===== src/rtl/gcm_pkg.sv =====
// ----------------------------------------------------------------------------
// gcm_pkg
// Shared widths, angle classes and the CORDIC arctangent table for the
// great-circle midpoint core.
// ----------------------------------------------------------------------------
`default_nettype none

package gcm_pkg;

    localparam int FRAC_BITS_DEF     = 16;
    localparam int CORDIC_STAGES_DEF = 24;

    localparam int LAT_W = 24;
    localparam int LON_W = 25;

    // rotation components (Q30, a little headroom)
    localparam int VW    = 33;
    // vectoring x/y width
    localparam int VEC_W = 37;
    // vectoring angle accumulator, Q32 degrees
    localparam int ZV_W  = 43;
    // magnitude bits fed to the gain multiply
    localparam int MAG_W = 34;

    localparam int MID_DEPTH = 4;
    localparam int OUT_DEPTH = 2;

    localparam logic [29:0] GAIN_K = 30'd652032874;

    localparam logic [1:0] CLS_NORM  = 2'd0;
    localparam logic [1:0] CLS_ZERO  = 2'd1;
    localparam logic [1:0] CLS_POS90 = 2'd2;
    localparam logic [1:0] CLS_NEG90 = 2'd3;

    typedef struct packed {
        logic       flip;
        logic       neg;
        logic [1:0] cls;
    } ang_ctl_t;

    localparam int CTL_W = $bits(ang_ctl_t);

    // width of a scaled input angle in Q32 degrees
    function automatic int ang_width(input int frac);
        int w;
        begin
            w = LON_W + 32 - frac + 2;
            if (w < 41)
                w = 41;
            return w;
        end
    endfunction

    // atan(2^-i) in degrees, Q32
    function automatic logic [38:0] atan_q32(input int i);
        logic [38:0] v;
        begin
            case (i)
                0:  v = 39'd193273528320;
                1:  v = 39'd114096026022;
                2:  v = 39'd60285206653;
                3:  v = 39'd30601712202;
                4:  v = 39'd15360239180;
                5:  v = 39'd7687607524;
                6:  v = 39'd3844741810;
                7:  v = 39'd1922488225;
                8:  v = 39'd961258781;
                9:  v = 39'd480631223;
                10: v = 39'd240315841;
                11: v = 39'd120157949;
                12: v = 39'd60078978;
                13: v = 39'd30039490;
                14: v = 39'd15019745;
                15: v = 39'd7509872;
                16: v = 39'd3754936;
                17: v = 39'd1877468;
                18: v = 39'd938734;
                19: v = 39'd469367;
                20: v = 39'd234684;
                21: v = 39'd117342;
                22: v = 39'd58671;
                23: v = 39'd29335;
                24: v = 39'd14668;
                25: v = 39'd7334;
                26: v = 39'd3667;
                27: v = 39'd1833;
                28: v = 39'd917;
                29: v = 39'd458;
                30: v = 39'd229;
                31: v = 39'd115;
                default: v = 39'd0;
            endcase
            return v;
        end
    endfunction

endpackage

`default_nettype wire


===== src/rtl/gcm_front.sv =====
// ----------------------------------------------------------------------------
// gcm_front
// Scales the four input angles to Q32 degrees, folds each into +-90 and
// classifies exact axes for the rotation CORDIC.
// ----------------------------------------------------------------------------
`default_nettype none

module gcm_front #(
    parameter int FRAC_BITS = gcm_pkg::FRAC_BITS_DEF
) (
    input  wire logic signed [gcm_pkg::LAT_W-1:0] start_lat,
    input  wire logic signed [gcm_pkg::LON_W-1:0] start_lon,
    input  wire logic signed [gcm_pkg::LAT_W-1:0] end_lat,
    input  wire logic signed [gcm_pkg::LON_W-1:0] end_lon,
    output logic [4*(gcm_pkg::ang_width(FRAC_BITS)+gcm_pkg::CTL_W)-1:0] word
);

    localparam int Z_W    = gcm_pkg::ang_width(FRAC_BITS);
    localparam int LANE_W = Z_W + gcm_pkg::CTL_W;
    localparam int SH     = 32 - FRAC_BITS;

    localparam logic signed [Z_W-1:0] D90  = Z_W'(64'd90 << 32);
    localparam logic signed [Z_W-1:0] D180 = Z_W'(64'd180 << 32);
    localparam logic signed [Z_W-1:0] D360 = Z_W'(64'd360 << 32);

    function automatic logic [LANE_W-1:0] reduce(input logic signed [Z_W-1:0] a_in);
        logic signed [Z_W-1:0] a;
        logic signed [Z_W-1:0] mag;
        gcm_pkg::ang_ctl_t     c;
        begin
            a      = a_in;
            c.flip = 1'b0;
            if (a >= D180)
                a = a - D360;
            if (a < -D180)
                a = a + D360;
            if (a > D90)
            begin
                a      = a - D180;
                c.flip = 1'b1;
            end
            else if (a < -D90)
            begin
                a      = a + D180;
                c.flip = 1'b1;
            end
            c.neg = a[Z_W-1];
            if (a == '0)
                c.cls = gcm_pkg::CLS_ZERO;
            else if (a == D90)
                c.cls = gcm_pkg::CLS_POS90;
            else if (a == -D90)
                c.cls = gcm_pkg::CLS_NEG90;
            else
                c.cls = gcm_pkg::CLS_NORM;
            mag = c.neg ? -a : a;
            return {c, mag};
        end
    endfunction

    logic signed [Z_W-1:0] a_lat1, a_lon1, a_lat2, a_lon2;

    assign a_lat1 = {{(Z_W-gcm_pkg::LAT_W){start_lat[gcm_pkg::LAT_W-1]}}, start_lat} << SH;
    assign a_lon1 = {{(Z_W-gcm_pkg::LON_W){start_lon[gcm_pkg::LON_W-1]}}, start_lon} << SH;
    assign a_lat2 = {{(Z_W-gcm_pkg::LAT_W){end_lat[gcm_pkg::LAT_W-1]}}, end_lat} << SH;
    assign a_lon2 = {{(Z_W-gcm_pkg::LON_W){end_lon[gcm_pkg::LON_W-1]}}, end_lon} << SH;

    // lane order: lat1, lon1, lat2, lon2
    assign word = {reduce(a_lon2), reduce(a_lat2), reduce(a_lon1), reduce(a_lat1)};

endmodule

`default_nettype wire


===== config.mk =====
export PLATFORM = sky130hd
export DESIGN_NAME = gcm_front
export DESIGN_NICKNAME = d
export VERILOG_FILES = /design/src/rtl/gcm_pkg.sv /design/src/rtl/gcm_front.sv
export SDC_FILE = /design/constraint.sdc
export NUM_CORES = 1
export LEC_CHECK = 0
export BUFFER_PORTS_ARGS = -buffer_cell sky130_fd_sc_hd__buf_4
export CORE_MARGIN = 4
export CORE_UTILIZATION = 40
export DETAILED_ROUTE_END_ITERATION = 12
export PLACE_DENSITY_LB_ADDON = 0.2
export SLEW_MARGIN = 20
export SYNTH_ARGS = -nofsm -noshare
export SYNTH_HDL_FRONTEND = slang
export SYNTH_SLANG_ARGS = --single-unit

===== constraint.sdc =====
create_clock -name vclk -period 12.43
set_input_delay 0.6215 -clock vclk [all_inputs]
set_output_delay 0.6215 -clock vclk [all_outputs]
set_load 0.1 [all_outputs]

==> metrics.csv <==
stage;metric;value;unit
global_route;antenna violations before repair;0;
power;power density cells;169;nW/um2
critical_path;Worst setup SP type;primary input;
power;Leak;3.07;nW
die;Die ar.;15400;um2
final_layout;share of cells above drive strength 1;26.8;%
final_layout;clk_buf instances;0;
final_layout;Final Core Density;51.0;%
die;die height;124;um
yosys;share of the synthesized area in the top cell type;11.3;%
critical_path;crit path from;end_lon[1];
critical_path;worst-path fanout max;18;
place;GPL Wtd Cong;0.923;
yosys;Post-synth top cells;buf_4, nor2_1, a21oi_1, xnor2_1, nand2_1;
critical_path;Data required, critical path;11.81;ns
final_layout;final non-filler cell total;1151;
final_layout;Nets;1105;
drt;Initial DRT Pass Iterations;5;
die;I/O pin count;286;
final_layout;Layout Area Growth over Synthesis;25.3;%
timing;Fin. Hold Viols;0;
place;placed cells;1151;
drt;max layer used;met4;
run_status;status;finished, final reports clean;
timing;setup violators final;0;
yosys;leading area contributor after synthesis;buf_4;
drt;Avg Vias per Cell;5.32;
place;Final HPWL DP;13300;um
final_layout;Multi-input gate area;4780;um2
min_path;hold path start;end_lon[0];
timing;TNS Setup;0;ns
timing;Slew Limit Headroom;40.7;%
critical_path;critical path capture point type;output port;
final_layout;ant diodes;0;
drt;wire per inst;13.8;um
flow_run;Max Cap Viol;0;
yosys;Synth warnings;0;
drt;# DRC;0;
min_path;HP Class;in -> out;
global_route;vias in the first global route;5221;
critical_path;CP Class;in -> out;
drt;Routed WL;15900;um
yosys;Synth area leaders;buf_4, xnor2_1, xor2_1;
timing;Slew @ Worst Pin;0.890;ns
global_route;Total GRT Usage;18.1;%
drt;wl on met1;6900;um
timing;slack of the critical path;5.43;ns
clocking;# resized after CTS;0;
die;Rows;42;
yosys;post-synth design cell area;5390;um2
drt;Vias;6127;
yosys;Cell variety after synth;96;
critical_path;WP data arrival;6.38;ns
place;I/O Buffers;210;
drt;initial drt markers;504;
die;core region area;13200;um2
final_layout;Reg area;0;um2
clocking;CTS Hold Bufs;0;
global_route;first-pass GRT wire length;24200;um
global_route;GR Overflow Total;0;
yosys;sequential fraction of the synthesis area;0;%
timing;Peak Freq;143;MHz
yosys;post-synthesis cell count;797;
die;Die W;124;um
drt;ANT nets after route;0;
power;Max VDD drop;0.157;mV
clocking;post-CTS setup buffers;0;
drt;met3 WL;1640;um
final_layout;fillers;1375;
drt;metal2 WL;7280;um
final_layout;sequential cell count;0;
global_route;largest net degree at the start of global routing;20;
die;Initial Utilization;40.7;%
yosys;top-count cell post-synth;buf_4;
timing;fin crit share;56.3;%
yosys;syn_area_per_cell;6.76;um2
place;pre-CTS setup slack;5.51;ns
timing;Final Max Slew Viols;0;
timing;RSZ-0062 raised after global routing;no;
timing;crit path time final;7.00;ns
==> final cells by class <==
| cell class | count | area share, % |
|---|---|---|
| Inverter | 44 | 2.45 |
| Multi-Input combinational cell | 720 | 70.8 |
| Tap cell | 176 | 3.26 |
| Timing Repair Buffer | 211 | 23.5 |
==> worst max-delay path, stage by stage <==
cell     delay (ns)
buf_4          0.11
inv_1          0.08
ha_1           0.19
or4b_1         0.62
nor3_2         0.37
a31oi_1        0.26
a21oi_1        0.47
ha_1           0.25
a21oi_1        0.08
mux2_4         0.30
a22oi_4        0.24
nor3_2         0.10
or2_1          0.34
ha_1           0.25
or3_1          0.39
a211o_1        0.31
nand2_2        0.09
nor2_4         0.09
inv_2          0.17
nand3_1        0.10
or4_4          0.43
o32ai_1        0.15
buf_4          0.34
==> layout by cell type, fill, tap and decap left out, types with 3 or more instances in the layout <==
| cell | n |
|---|---|
| a211o_1 | 4 |
| a211oi_1 | 12 |
| a21boi_0 | 3 |
| a21o_1 | 7 |
| a21oi_1 | 58 |
| a31o_2 | 7 |
| a31oi_1 | 8 |
| and2_1 | 7 |
| buf_4 | 211 |
| conb_1 | 76 |
| ha_1 | 30 |
| inv_1 | 42 |
| mux2i_1 | 10 |
| nand2_1 | 54 |
| nand2b_1 | 7 |
| nand3_1 | 12 |
| nand3b_1 | 6 |
| nand4_1 | 3 |
| nand4b_1 | 5 |
| nor2_1 | 73 |
| nor2b_1 | 4 |
| nor3_1 | 32 |
| nor3_2 | 3 |
| nor3b_1 | 6 |
| nor4_1 | 17 |
| nor4b_1 | 3 |
| o211ai_1 | 4 |
| o21a_1 | 8 |
| o21ai_0 | 41 |
| o22ai_1 | 5 |
| o31a_1 | 4 |
| o31ai_1 | 12 |
| o32ai_1 | 5 |
| o41ai_1 | 5 |
| or2_2 | 7 |
| or3_1 | 9 |
| or4_1 | 5 |
| xnor2_1 | 56 |
| xor2_1 | 46 |
==> routing by layer <==
layer	vias up	global-route usage (%)
met1	2767	25.4
met3	10	3.13
met2	273	30.1
met5	-	0
li1	3077	-
met4	0	1.51
==> path summary, 6_finish.rpt <==
path         to  depth (start not counted)
max   word[185]                         23
min   word[157]                          2
==> cell families after synthesis <==
group	share of synthesized area, %
xor+xnor	16.6
compound gates	28.6
other cells	0.0696
simple gates	28.8
buf+inv	16.5
fa+ha+maj	6.97
mux	2.55
==> power breakdown <==
| group | leakage [nW] | total [mW] | switching, mW | internal [mW] |
|---|---|---|---|---|
| registers | 0 | 0 | 0 | 0 |
| logic | 3.07 | 1.14 | 0.915 | 0.228 |
| clock network | 0 | 0 | 0 | 0 |
| total | 3.07 | 1.14 | 0.915 | 0.228 |
==> stage by stage <==
stage	power, mW	cell area, um2	hold slack, ns
final	1.14	6750	1.59
after global routing	1.19	6750	1.60
after CTS	1.14	6750	1.59
after detailed placement	1.14	6750	1.59
after global placement	1.14	6750	1.59
after floorplan	0.953	5670	1.45
(Power assumes the default switching activity.)
