<file path="src/rtl/gcm_fifo.sv">
// ----------------------------------------------------------------------------
// gcm_fifo
// Small register FIFO with push/full and pop/empty sides.
// ----------------------------------------------------------------------------
`default_nettype none

module gcm_fifo #(
    parameter int W     = 8,
    parameter int DEPTH = 4
) (
    input  wire logic         clk,
    input  wire logic         rst_n,
    input  wire logic         push,
    input  wire logic [W-1:0] din,
    output logic              full,
    input  wire logic         pop,
    output logic [W-1:0]      dout,
    output logic              empty
);

    localparam int AW = (DEPTH > 1) ? $clog2(DEPTH) : 1;
    localparam int CW = $clog2(DEPTH + 1);

    logic [W-1:0]  mem [0:DEPTH-1];
    logic [AW-1:0] wr_ptr_reg, rd_ptr_reg;
    logic [CW-1:0] count_reg, count_next;
    logic          do_push, do_pop;

    assign full    = (count_reg == CW'(DEPTH));
    assign empty   = (count_reg == '0);
    assign do_push = push && !full;
    assign do_pop  = pop && !empty;
    assign dout    = mem[rd_ptr_reg];

    always_comb
    begin
        count_next = count_reg;
        if (do_push && !do_pop)
            count_next = count_reg + 1'b1;
        else if (do_pop && !do_push)
            count_next = count_reg - 1'b1;
    end

    always_ff @(posedge clk or negedge rst_n)
    begin
        if (!rst_n)
        begin
            wr_ptr_reg <= '0;
            rd_ptr_reg <= '0;
            count_reg  <= '0;
        end
        else
        begin
            count_reg <= count_next;
            if (do_push)
                wr_ptr_reg <= (wr_ptr_reg == AW'(DEPTH - 1)) ? '0 : wr_ptr_reg + 1'b1;
            if (do_pop)
                rd_ptr_reg <= (rd_ptr_reg == AW'(DEPTH - 1)) ? '0 : rd_ptr_reg + 1'b1;
        end
    end

    always_ff @(posedge clk)
    begin
        if (do_push)
            mem[wr_ptr_reg] <= din;
    end

endmodule

`default_nettype wire

</file>
<file path="config.mk">
export PLATFORM = sky130hd
export DESIGN_NAME = gcm_fifo
export DESIGN_NICKNAME = d
export VERILOG_FILES = /design/src/rtl/gcm_fifo.sv
export SDC_FILE = /design/constraint.sdc
export NUM_CORES = 1
export LEC_CHECK = 0
export BUFFER_PORTS_ARGS = -buffer_cell sky130_fd_sc_hd__buf_2
export CAP_MARGIN = 20
export CORE_MARGIN = 1.5
export CORE_UTILIZATION = 55
export CTS_CLUSTER_DIAMETER = 60
export DETAILED_ROUTE_END_ITERATION = 6
export GPL_TIMING_DRIVEN = 0
export PLACE_DENSITY_LB_ADDON = 0.1
export SLEW_MARGIN = 20
export SYNTH_ARGS = -nofsm -noshare
export SYNTH_HDL_FRONTEND = slang
export SYNTH_SLANG_ARGS = --single-unit
</file>
<file path="constraint.sdc">
create_clock -name clk -period 2.2 [get_ports clk]
set_input_delay 0.44 -clock clk [delete_from_list [all_inputs] [get_ports clk]]
set_output_delay 0.44 -clock clk [all_outputs]
set_load 0.1 [all_outputs]
</file>
==> results.tsv, run 1 <==
metric	value	unit
largest_reg_flops	32	
dp_slack	0.226	ns
clk_pin_slew	0.11	ns
wl_per_cell	17.3	um
outcome	complete, no violations	
rows	19	
synth_top_cell_area_share	59.3	%
drv_slew	0	
port_buffers	21	
final_nets	126	
worstPathArrival	1.68	ns
synth_top_area_cell	edfxtp_1	
avgViaCountPerCell	5.62	
seq_area_frac_synth	70.1	%
critPathRequiredTime	1.76	ns
antenna_left	0	
end_kind	output port	
cts_setup_buffers	0	
drt-total-wl	2.41	mm
period_share	96.5	%
synth_cell_types	19	
die-area	3280	sq um
critical_path_class	register to output port	
fp.dieW	57.3	um
numCtsBuffers	5	
dp_hpwl	1.64	mm
core	2780	sq um
gr-total-overflow	0	
area_delta_synth_final	15.7	%
finalHoldViolCount	0	
fin_util	67.4	%
ios	22	
syn_nets	98	
skew	0.00272	ns
mostFrequentLayoutCells	edfxtp_1 (32), buf_2 (13), mux4_2 (8), buf_4 (8), dfrtp_1 (6)	
grt_max_degree	12	
firstDrtPassIters	4	
clockBufferDepth	2	
cts_tree	built	
synth_cells	79	
clk_latency	0.33	ns
nFillCells	209	
ys_ff_latch	39	
drt_iter0_drc	9	
cts.sinks	39	
drc_errors	0	
htree_levels	2	
tightestPinTransition	0.485	ns
root_buffer	clkbuf_4	
grt_pass1_vias	773	
antenna_found_initial	0	
hp-class	input port to register	
finalWorstSetupSlack	0.0761	ns
die_h	57.3	um
routabilityCongestion	0.658	
synth_area_per_cell	20.5	sq um
n_antenna_cell	0	
fmax	471	MHz
yosys_warnings	0	
slew_headroom	67.9	%
route.vias.total	781	
cap_violations	0	
grt_usage	17.2	%
layout_commonest_cell	edfxtp_1	
period_minus_slack	2.12	ns
setup_viol	0	
fin_cells	139	
place_inst	131	
syn_area	1620	sq um
critPathLaunchType	register	
ys_top_cells_by_area	edfxtp_1 (59%), mux4_2 (11%), dfrtp_1 (11%)	
grt_pass1_wl	3.83	mm
drive_above_1_share	50.0	%
start_util	58.3	%
cp_max_fo	10	
-- cells by family after synthesis --
| kind of cell | share of synthesized area (%) |
|---|---|
| fa+ha+maj | 5.87 |
| buf+inv | 1.93 |
| xor+xnor | 1.62 |
| simple gates | 5.41 |
| mux | 15.1 |
| flops | 70.1 |
-- worst max-delay path: stages, from the launching register on --
cell and delay [ns]:
dfrtp_1 0.39, buf_6 0.19, mux4_2 0.52, buf_4 0.25
-- synth_stat cells, drive strengths merged --
cell    number
edfxtp      32
ha           6
nor2         3
mux4         8
xor2         2
inv          3
fa           1
nor2b        1
nor3         1
buf          3
xnor2        1
nand2b       1
mux2         5
dfrtp        7
nor3b        1
and2         4
-- routing by layer --
metal,track usage [%],part of all wire (%),vias to the layer above
met4,6.98,1.6,0
met2,27.1,51,21
met5,0,0,-
li1,-,-,358
met3,6.12,4.4,5
met1,22.1,43,397
-- repair_timing --
item / CTS / global route
hold endpoints to repair: 7 / 0
setup endpoints to repair: 8 / 8
gates resized for setup: 9 / 1
hold buffers: 1 / 0
-- path summary, 6_finish.rpt --
| path | slack (ns) | to | startpoint | cells after the start |
|---|---|---|---|---|
| setup / recovery | 0.08 | dout[0] | rd_ptr_reg[0] | 3 |
| hold / removal | 0.31 | mem[3][6] | din[6] | 1 |
| setup reg to reg | 0.26 | count_reg[2] | count_reg[2] | 9 |
| hold reg to reg | 0.56 | count_reg[2] | count_reg[2] | 1 |
| max in group asynchronous | 1.59 | count_reg[0] | rst_n | 2 |
| min in group asynchronous | 0.45 | count_reg[0] | rst_n | 2 |
-- per-stage QoR --
stage | area, sq um | hold WS (ns) | setup TNS, ns
2_1_floorplan | 1650 | 0.144 | -0.746
3_3_place_gp | 1790 | 0.281 | 0
3_5_place_dp | 1790 | 0.283 | 0
4_1_cts | 1870 | 0.298 | 0
5_1_grt | 1870 | 0.296 | -0.00537
6_report | 1870 | 0.310 | 0
-- final cells by class --
class | count | area, sq um | area share, %
clock inverter | 1 | 5.00 | 0.267
timing repair buffer | 22 | 135 | 7.21
sequential | 39 | 1140 | 60.7
tap | 31 | 38.8 | 2.07
multi-input combinational | 34 | 479 | 25.6
clock buffer | 7 | 45.0 | 2.40
buffer | 2 | 22.5 | 1.20
inverter | 3 | 11.3 | 0.601
Power of run 1 is left out: the tool's default activity adds up to more than one toggle a clock period on the data nets, which glitch-free logic cannot reach.
==> inputs of run 2 (changes only) <==
--- a/config.mk
+++ b/config.mk
@@ -8,7 +8,7 @@
 export BUFFER_PORTS_ARGS = -buffer_cell sky130_fd_sc_hd__buf_2
 export CAP_MARGIN = 20
 export CORE_MARGIN = 1.5
-export CORE_UTILIZATION = 55
+export CORE_UTILIZATION = 30
 export CTS_CLUSTER_DIAMETER = 60
 export DETAILED_ROUTE_END_ITERATION = 6
 export GPL_TIMING_DRIVEN = 0
==> run 2 against run 1 <==
Die area is 78% higher; utilization is 29 points lower; non-clock buffer count rose by 1; global-route usage down 7.3 points; clock skew is 0.0041 ns higher; final cell count up 29%; sequential share of layout area decreased by 3.5 points; setup slack better by 0.027 ns; routed wire length up 8.5%; largest cell class unchanged; highest routed layer unchanged.
==> results.tsv, run 2 (synthesized netlist as in run 1, its figures left out) <==
metric	value	unit	change
outcome	complete, no violations		unchanged
drt_iter0_drc	18		was 9
drt-total-wl	2.61	mm	was 2.41 mm
antenna_found_initial	0		unchanged
cap_violations	0		unchanged
setup_viol	0		unchanged
clk_latency	0.29	ns	was 0.33 ns
cts.sinks	39		unchanged
critical_path_class	register to output port		unchanged
cts_setup_buffers	0		unchanged
worstPathArrival	1.66	ns	was 1.68 ns
rows	26		was 19
die_h	76.5	um	was 57.3 um
setup_tns	0	ns	unchanged
ios	22		unchanged
htree_levels	2		unchanged
critPathLaunchType	register		unchanged
avgViaCountPerCell	4.25		was 5.62
cts_tree	built		unchanged
gr-total-overflow	0		unchanged
layout_commonest_cell	edfxtp_1		unchanged
critPathRequiredTime	1.76	ns	about the same
drive_above_1_share	52.3	%	was 50.0%
numCtsBuffers	5		unchanged
routabilityCongestion	0.701		was 0.658
grt_pass1_vias	846		was 773
wl_per_cell	14.6	um	was 17.3 um
n_antenna_cell	0		unchanged
dp_hpwl	1.75	mm	was 1.64 mm
antenna_left	0		unchanged
period_minus_slack	2.10	ns	was 2.12 ns
tightestPinTransition	0.485	ns	about the same
route.vias.total	760		was 781
dp_slack	0.185	ns	was 0.226 ns
fmax	477	MHz	was 471 MHz
slew_headroom	67.9	%	about the same
area_delta_synth_final	22.7	%	was 15.7%
end_kind	output port		unchanged
grt_max_degree	13		was 12
finalWorstSetupSlack	0.103	ns	was 0.0761 ns
clk_pin_slew	0.07	ns	was 0.11 ns
hp-class	input port to register		unchanged
clockBufferDepth	2		unchanged
port_buffers	21		unchanged
nFillCells	496		was 209
drv_slew	0		unchanged
skew	0.00686	ns	was 0.00272 ns
largest_reg_flops	32		unchanged
rsz0062_at_grt	false		
mostFrequentLayoutCells	edfxtp_1 (32), buf_2 (17), mux4_2 (8), clkbuf_8 (6), dfrtp_1 (6)		was edfxtp_1 (32), buf_2 (13), mux4_2 (8), buf_4 (8), dfrtp_1 (6)
grt_usage	9.93	%	was 17.2%
core	5170	sq um	was 2780 sq um
grt_pass1_wl	4.11	mm	was 3.83 mm
period_share	95.3	%	was 96.5%
cp_max_fo	10		unchanged
final_nets	127		was 126
finalHoldViolCount	0		unchanged
root_buffer	clkbuf_8		was clkbuf_4
drc_errors	0		unchanged
fp.dieW	76.5	um	was 57.3 um
firstDrtPassIters	4		unchanged
die-area	5850	sq um	was 3280 sq um
start_util	31.3	%	was 58.3%
## run 2: cell count changes in the layout (fill, tap and decap cells not counted)
cell / before / now
clkbuf_8: 0 / 6
buf_2: 13 / 17
buf_4: 8 / 4
clkbuf_4: 5 / 1
clkbuf_1: 2 / 0
bufinv_16: 0 / 1
## run 2: final timing paths
| kind | start | depth (start not counted) | slack [ns] | endpoint |
|---|---|---|---|---|
| worst max-delay path | rd_ptr_reg[0] | 3 | 0.10 | dout[7] |
| worst min register to register | count_reg[2] | 1 | 0.55 | count_reg[2] |
| worst max register to register | count_reg[0] | 7 | 0.30 | count_reg[1] |
| worst min-delay path | din[6] | 1 | 0.37 | mem[0][6] |
| max in group asynchronous | rst_n | 2 | 1.51 | count_reg[0] |
| min in group asynchronous | rst_n | 2 | 0.52 | count_reg[1] |
## run 2: area by class of cell
class | count | area [sq um] | share of cell area (%)
tap | 70 | 87.6 | 4.41
sequential | 39 | 1140 | 57.2
clock inverter | 2 | 35.0 | 1.76
buffer | 3 | 27.5 | 1.38
clock buffer | 6 | 82.6 | 4.15
multi-input combinational | 34 | 479 | 24.1
timing repair buffer | 22 | 128 | 6.42
inverter | 3 | 11.3 | 0.566
## run 2: through the flow
step                instances  instance area (sq um)  util, %  hold slack [ns]
finish                    179                   1990     38.4            0.366
global route              179                   1990     38.4            0.358
CTS                       179                   1970     38.1            0.359
detailed placement        170                   1840     35.6            0.290
global placement          170                   1840     35.6            0.288
floorplan                  79                   1650        -            0.144
## run 2: what timing repair did
| action | in CTS | in global routing |
|---|---|---|
| gates cloned | 0 | 0 |
| setup endpoints to repair | 8 | 8 |
| resized for setup | 2 | 10 |
| endpoints found under the hold margin | 7 | 0 |
| hold buffers | 1 | 0 |
## run 2: worst max-delay path, stage by stage, from the launching register on
cell     delay, ns
dfrtp_1       0.37
buf_6         0.19
mux4_2        0.51
buf_2         0.31
## run 2: layer usage
layer	vias to the layer above	wire [um]	GRT usage (%)
met2	16	1280	16.1
met1	380	1170	11.5
met4	0	61	6.11
met3	7	100	2.99
li1	357	-	-
met5	-	0	0
Power of run 2 is left out for the same reason.
==> inputs of run 3 (changes only) <==
--- a/config.mk
+++ b/config.mk
@@ -7,7 +7,9 @@
 export LEC_CHECK = 0
 export BUFFER_PORTS_ARGS = -buffer_cell sky130_fd_sc_hd__buf_2
 export CAP_MARGIN = 20
-export CORE_MARGIN = 1.5
+export CELL_PAD_IN_SITES_DETAIL_PLACEMENT = 1
+export CELL_PAD_IN_SITES_GLOBAL_PLACEMENT = 2
+export CORE_MARGIN = 5
 export CORE_UTILIZATION = 30
 export CTS_CLUSTER_DIAMETER = 60
 export DETAILED_ROUTE_END_ITERATION = 6
==> run 3 against run 2 <==
Die area is 19% higher; setup slack worse by 0.023 ns; non-clock buffer count stayed put; first-iteration DRC count is 130% higher; count of clock-buffer cells in the layout stayed put; design area is 0.69% lower; critical path depth stayed put.
==> results.tsv, run 3 (synthesized netlist as in run 1, its figures left out) <==
metric	value	unit	change
drive_above_1_share	50.9	%	was 52.3%
skew	0.00440	ns	was 0.00686 ns
grt_pass1_vias	924		was 846
worstPathArrival	1.68	ns	was 1.66 ns
period_share	96.4	%	was 95.3%
n_antenna_cell	0		unchanged
ios	22		unchanged
slew_headroom	67.6	%	was 67.9%
critPathRequiredTime	1.76	ns	about the same
layout_commonest_cell	edfxtp_1		unchanged
core	5170	sq um	unchanged
holdPathEnd	mem[3][4]		was mem[0][6]
wl_per_cell	16.2	um	was 14.6 um
rows	26		unchanged
gr-total-overflow	0		unchanged
clk_latency	0.28	ns	was 0.29 ns
cp_slowest_cell	mux4_2		unchanged
r2r_cells	7		unchanged
mostFrequentLayoutCells	edfxtp_1 (32), buf_2 (15), mux4_2 (8), buf_4 (6), dfrtp_1 (6)		was edfxtp_1 (32), buf_2 (17), mux4_2 (8), clkbuf_8 (6), dfrtp_1 (6)
htree_levels	2		unchanged
cp_top_family	buffers and inverters		was multiplexers
critical_path_class	register to output port		unchanged
fmax	472	MHz	was 477 MHz
drt-total-wl	2.89	mm	was 2.61 mm
reg2reg_to	count_reg[1]		unchanged
tightestPinTransition	0.489	ns	was 0.485 ns
start_util	31.3	%	unchanged
finalHoldViolCount	0		unchanged
fin_util	38.2	%	was 38.4%
cts_setup_buffers	0		unchanged
drc_errors	0		unchanged
cp_max_fo	10		unchanged
route.vias.total	770		was 760
outcome	complete, no violations		unchanged
antenna_left	0		unchanged
cts.sinks	39		unchanged
design_area	1970	sq um	was 1990 sq um
largest_reg_flops	32		unchanged
fp.dieW	83.5	um	was 76.5 um
clockBufferDepth	2		unchanged
die_h	83.5	um	was 76.5 um
r2r_slack	0.25	ns	was 0.30 ns
slowest_delay	0.51	ns	about the same
root_buffer	clkbuf_8		unchanged
clk_pin_slew	0.07	ns	about the same
avgViaCountPerCell	4.33		was 4.25
r2r_start	count_reg[1]		was count_reg[0]
drv_slew	0		unchanged
path_cells	buf_4 -> mux4_2 -> buf_2		was buf_6 -> mux4_2 -> buf_2
period_minus_slack	2.12	ns	was 2.10 ns
dp_hpwl	2.03	mm	was 1.75 mm
whs_path_depth	1		unchanged
final_nets	127		unchanged
grt_max_degree	12		was 13
grt_usage	9.20	%	was 9.93%
setup_viol	0		unchanged
rsz0062_at_grt	false		unchanged
hp-class	input port to register		unchanged
antenna_found_initial	0		unchanged
min_from	din[4]		was din[6]
cts_tree	built		unchanged
port_buffers	21		unchanged
cap_violations	0		unchanged
firstDrtPassIters	2		was 4
grt_pass1_wl	4.78	mm	was 4.11 mm
end_kind	output port		unchanged
numCtsBuffers	5		unchanged
drt_iter0_drc	42		was 18
area_delta_synth_final	21.9	%	was 22.7%
routabilityCongestion	0.711		was 0.701
critPathLaunchType	register		unchanged
die-area	6970	sq um	was 5850 sq um
critPathBufInv	2		unchanged
placed_cell_area	1840	sq um	unchanged
==> run 3: per-layer routing <==
layer	global-route usage, %	wire length, um
met1	10.5	1290
met2	15.0	1440
met3	4.24	129
met4	3.51	24
met5	0	0
==> run 3: how the worst max path moves through the flow <==
| stage | from | end | slack (ns) | depth (start not counted) |
|---|---|---|---|---|
| 2_1_floorplan | count_reg[0] | count_reg[1] | -0.39 | 7 |
| 3_3_place_gp | rd_ptr_reg[1] | dout[7] | 0.17 | 3 |
| 3_5_place_dp | rd_ptr_reg[1] | dout[7] | 0.14 | 3 |
| 4_1_cts | rd_ptr_reg[0] | dout[7] | 0.003 | 3 |
| 5_1_grt | rd_ptr_reg[0] | dout[3] | 0.005 | 3 |
| 6_report | rd_ptr_reg[0] | dout[4] | 0.08 | 3 |
==> run 3: what timing repair did <==
| item | CTS | global route |
|---|---|---|
| endpoints found under the hold margin | 7 | 0 |
| hold buffers | 1 | 0 |
| resized for setup | 2 | 12 |
| setup endpoints to repair | 8 | 7 |
==> run 3: stage by stage <==
step / cells / setup slack, ns / hold WS, ns / setup TNS [ns]
4_1_cts: 178 / 0.00285 / 0.365 / 0
2_1_floorplan: 79 / -0.388 / 0.144 / -0.746
5_1_grt: 178 / 0.00503 / 0.359 / 0
3_5_place_dp: 170 / 0.140 / 0.292 / 0
3_3_place_gp: 170 / 0.171 / 0.285 / 0
6_report: 178 / 0.0798 / 0.376 / 0
==> run 3: final cells by class <==
| type | count | area (sq um) |
|---|---|---|
| Tap cell | 70 | 87.6 |
| Timing Repair Buffer | 22 | 133 |
| Fill cell | 516 | 3200 |
| Multi-Input combinational cell | 34 | 479 |
| Clock inverter | 1 | 30.0 |
| Buffer | 3 | 23.8 |
| Clock buffer | 6 | 72.6 |
| Sequential cell | 39 | 1140 |
| Inverter | 3 | 11.3 |
==> run 3: worst register-to-register path, stage by stage, from the launching register on <==
cell	delay [ns]
dfrtp_1	0.49
nor3b_4	0.26
nor2b_2	0.07
buf_6	0.14
ha_4	0.16
inv_2	0.05
fa_2	0.41
mux2_2	0.26
Power of run 3 is left out for the same reason.
